### config.mk
export PLATFORM = sky130hd
export DESIGN_NAME = lpbs_scaler
export DESIGN_NICKNAME = d
export VERILOG_FILES = /design/src/rtl/lpbs_pkg.sv /design/src/rtl/lpbs_scaler.sv
export SDC_FILE = /design/constraint.sdc
export NUM_CORES = 1
export LEC_CHECK = 0
export ABC_CLOCK_PERIOD_IN_PS = 29800
export BUFFER_PORTS_ARGS = -buffer_cell sky130_fd_sc_hd__buf_2
export CORE_ASPECT_RATIO = 1.4
export CORE_MARGIN = 5
export CORE_UTILIZATION = 55
export DETAILED_ROUTE_END_ITERATION = 8
export PLACE_DENSITY_LB_ADDON = 0.15
export SKIP_LAST_GASP = 1
export SLEW_MARGIN = 40
export SYNTH_ARGS = -nofsm -noshare
export SYNTH_HDL_FRONTEND = slang
export SYNTH_SLANG_ARGS = --single-unit
### constraint.sdc
create_clock -name vclk -period 29.8
set_input_delay 8.94 -clock vclk [all_inputs]
set_output_delay 8.94 -clock vclk [all_outputs]
set_load 0.01 [all_outputs]
### src/rtl/lpbs_pkg.sv
// Shared types and constants for the LED pixel buffer serializer.
// Used by lpbs_scaler and led_pixel_buffer_serializer; depends on nothing.
`timescale 1ns / 1ps
`default_nettype none

package lpbs_pkg;

    localparam int COLOR_W   = 8;
    localparam int PIXEL_W   = 3 * COLOR_W;
    localparam int INDEX_W   = 16;
    localparam int TICK_W    = 10;
    localparam int COUNT_W   = 9;
    localparam int BITPOS_W  = 5;
    localparam int CFG_IDX_W = 3;

    localparam logic [BITPOS_W-1:0] LAST_BIT = BITPOS_W'(PIXEL_W - 1);

    typedef enum logic [1:0] {
        REQ_WRITE = 2'd0,
        REQ_SHOW  = 2'd1,
        REQ_TICK  = 2'd2,
        REQ_CLEAR = 2'd3
    } t_req;

    typedef enum logic [1:0] {
        ST_OK    = 2'd0,
        ST_RANGE = 2'd1,
        ST_BUSY  = 2'd2
    } t_status;

    localparam logic [CFG_IDX_W-1:0] CFG_PIXEL_COUNT = 3'd0;
    localparam logic [CFG_IDX_W-1:0] CFG_ONE_HIGH    = 3'd1;
    localparam logic [CFG_IDX_W-1:0] CFG_ONE_LOW     = 3'd2;
    localparam logic [CFG_IDX_W-1:0] CFG_ZERO_HIGH   = 3'd3;
    localparam logic [CFG_IDX_W-1:0] CFG_ZERO_LOW    = 3'd4;

    localparam logic [COUNT_W-1:0] RST_PIXEL_COUNT = 9'd1;
    localparam logic [TICK_W-1:0]  RST_ONE_HIGH    = 10'd40;
    localparam logic [TICK_W-1:0]  RST_ONE_LOW     = 10'd23;
    localparam logic [TICK_W-1:0]  RST_ZERO_HIGH   = 10'd20;
    localparam logic [TICK_W-1:0]  RST_ZERO_LOW    = 10'd43;

endpackage

`default_nettype wire

### src/rtl/lpbs_scaler.sv
// Brightness scaler: each channel becomes (c * brightness) / 255, packed as GRB.
// Depends on lpbs_pkg.
`timescale 1ns / 1ps
`default_nettype none

module lpbs_scaler (
    input  wire logic [lpbs_pkg::COLOR_W-1:0] i_red,
    input  wire logic [lpbs_pkg::COLOR_W-1:0] i_green,
    input  wire logic [lpbs_pkg::COLOR_W-1:0] i_blue,
    input  wire logic [lpbs_pkg::COLOR_W-1:0] i_brightness,
    output logic      [lpbs_pkg::PIXEL_W-1:0] o_grb
);

    // x / 255 for x <= 255*255 is (x + (x >> 8) + 1) >> 8
    function automatic logic [lpbs_pkg::COLOR_W-1:0] scale(
        input logic [lpbs_pkg::COLOR_W-1:0] c,
        input logic [lpbs_pkg::COLOR_W-1:0] br
    );
        logic [2*lpbs_pkg::COLOR_W-1:0] prod;
        logic [2*lpbs_pkg::COLOR_W:0]   sum;
        prod  = c * br;
        sum   = {1'b0, prod} + (2*lpbs_pkg::COLOR_W+1)'(prod >> lpbs_pkg::COLOR_W) + 1'b1;
        scale = sum[2*lpbs_pkg::COLOR_W-1:lpbs_pkg::COLOR_W];
    endfunction

    assign o_grb = {scale(i_green, i_brightness),
                    scale(i_red, i_brightness),
                    scale(i_blue, i_brightness)};

endmodule

`default_nettype wire

==> results.json <==
{
  "worst_ep_required_time_ns": 20.86,
  "fin_crit_sh_pct": 80.7,
  "port_buffers": 56,
  "numSequentialCells": 0,
  "synth_top_area_share_pct": 28.5,
  "synth.largest_area_cell": "fa_1",
  "die_w_um": 109,
  "fill_cells": 1305,
  "synth_mux_area_share_pct": 0.132,
  "crit_type": "in2out",
  "die_y_um": 149,
  "synth_compound_area_share_pct": 11.1,
  "ant_nets": 0,
  "finalSetupViolations": 0,
  "maxSlewHeadroom_pct": 54.2,
  "num_io_pins": 56,
  "critPathTopFamily": "adder cells",
  "final_nets": 1208,
  "rows": 50,
  "maxCapViolCount": 0,
  "yosys_warnings": 0,
  "peakVddDrop_mv": 0.121,
  "place_congestion": 0.854,
  "combinationalPowerShare_pct": 100.0,
  "synthDistinctLibCells": 64,
  "synth-xor-area-share_pct": 7.28,
  "swShare_pct": 56.7,
  "syn_inst": 902,
  "critPathSlowestCell": "fa_1",
  "worstSetupEndpointType": "primary output",
  "globalRouteTotalUtil_pct": 21.1,
  "grt_start_max_net_pins": 25,
  "tightest_slew_ns": 0.681,
  "period_needed_ns": 24.04,
  "cp-start-kind": "input pin",
  "hpwl_mm": 13.6,
  "layout-drive-gt1-share_pct": 7.87,
  "syn_area_per_cell_um2": 8.42,
  "synth_top_family_by_area": "adder cells",
  "via_per_inst": 5.40,
  "antenna_found_initial": 0,
  "path_depth": 24,
  "setup_tns_ns": 0,
  "ff_latch_area_um2": 0,
  "overflow": 0,
  "start_util_pct": 56.5,
  "cts_resized": 0,
  "syn_nets": 1168,
  "fin_util_pct": 59.7,
  "crit_path_max_fanout": 24,
  "worstHoldPathCells": 7,
  "coreArea_um2": 13500,
  "p_leak_nw": 4.28,
  "holdBufCountCts": 0,
  "crit_chain": "buf_2 > nand2_1 > fa_1 > fa_1 > inv_1 > fa_1 > inv_1 > fa_1 > inv_1 > ha_1 > a21oi_2 > nand2_1 > o21ba_2 > o211a_1 > nor3_1 > inv_1 > ha_1 > o2111ai_1 > and2_1 > a221o_1 > a2111oi_4 > o211ai_1 > xnor2_1 > buf_2",
  "power_switching_mw": 0.422,
  "worstPathArrival_ns": 15.10,
  "grt_pass1_wl_mm": 28.6,
  "netlist_area_um2": 7590,
  "p_int_mw": 0.323,
  "final_hold_viol_count": 0,
  "cellPowerDensity_nw_per_um2": 92.7,
  "drc_errors": 0,
  "final_common_cell": "and2_1",
  "clockPowerShare_pct": 0,
  "clkbuf_count": 0,
  "routed_wl_mm": 16.2,
  "synthSimpleGateAreaFrac_pct": 23.2,
  "rsz0062_at_grt": "false",
  "hold_path_class": "in2out",
  "num_vias": 6060,
  "area_growth_pct": 5.80,
  "synth_fa_ha_area_share_pct": 49.2,
  "dieArea_um2": 16300,
  "wire_per_inst_um": 14.5,
  "layout_common_cells": "169 x and2_1, 164 x inv_1, 126 x ha_1, 108 x fa_1, 56 x buf_2",
  "cts_setup_buffers": 0,
  "hold_slack_ns": 18.91,
  "pwr-share-seq_pct": 0,
  "report.final.slew_viol_count": 0,
  "antenna_cells": 0,
  "cp_slowest_stage_delay_ns": 0.55,
  "ys_top_cells_by_area": "fa_1 28%, ha_1 21%, and2_1 14%",
  "grt_pass1_vias": 6282,
  "crit_buf_inv": 6,
  "status": "finished, final reports clean",
  "first_pass_iters": 5,
  "fmax_mhz": 41.6,
  "drt_first_iter_violations": 222,
  "yosysSeqAreaShare_pct": 0
}
==> synth_stat cells, drive strengths merged (3+ instances only) <==
| cell | number |
|---|---|
| and2 | 170 |
| a221oi | 3 |
| o21ai | 13 |
| nor3 | 11 |
| and3 | 8 |
| o211ai | 9 |
| o21bai | 6 |
| nor2 | 27 |
| a21oi | 31 |
| fa | 108 |
| o221ai | 3 |
| a21o | 10 |
| a211oi | 7 |
| a41oi | 3 |
| xnor2 | 40 |
| nand2 | 46 |
| ha | 126 |
| xor2 | 18 |
| nor4 | 6 |
| inv | 165 |
| or3 | 3 |
| or2 | 4 |
| nand2b | 9 |
| nand3 | 13 |
| clkbuf | 18 |
| a31oi | 4 |
| and4 | 4 |
| o21a | 3 |
| a31o | 4 |
==> cells by family (layout without fill, tap and decap cells) <==
| group | Yosys count | after routing |
|---|---|---|
| buffers and inverters | 183 | 221 |
| XOR/XNOR | 60 | 60 |
| multiplexers | 1 | 1 |
| AO/OA/AOI/OAI | 114 | 114 |
| AND/OR/NAND/NOR | 310 | 310 |
| adder cells (fa/ha/maj) | 234 | 234 |
==> worst paths after layout <==
kind / startpoint / endpoint / slack (ns)
worst min-delay path: i_green[7] / o_grb[23] / 18.91
worst max-delay path: i_brightness[7] / o_grb[19] / 5.76
==> per-stage QoR <==
step	std cells	setup WS, ns	cell area [µm²]	power [mW]
global route	1122	5.35	8030	0.847
detailed placement	1122	5.80	8030	0.748
CTS	1122	5.79	8030	0.753
global placement	1122	5.90	8030	0.746
finish	1122	5.76	8030	0.745
floorplan	902	6.29	7590	0.568
==> routing by layer <==
metal  routed length, µm  share of wire (%)  track usage, %
met1                7010                 43            26.6
met2                8690                 54            40.6
met3                 261                1.6           0.260
met4                 261                1.6            2.93
met5                   0                  0               0
==> layout make-up <==
class	count	area [µm²]	area share, %
Inverter	165	619	7.71
Multi-Input combinational cell	719	6910	86.0
Tap cell	182	228	2.83
Timing Repair Buffer	56	280	3.49
==> power groups by stage <==
stage | sequential (mW) | clock (mW) | combinational [mW]
CTS | 0 | 0 | 0.753
floorplan | 0 | 0 | 0.568
global placement | 0 | 0 | 0.746
finish | 0 | 0 | 0.745
detailed placement | 0 | 0 | 0.748
global route | 0 | 0 | 0.847
Power figures use the tool's default switching activity.
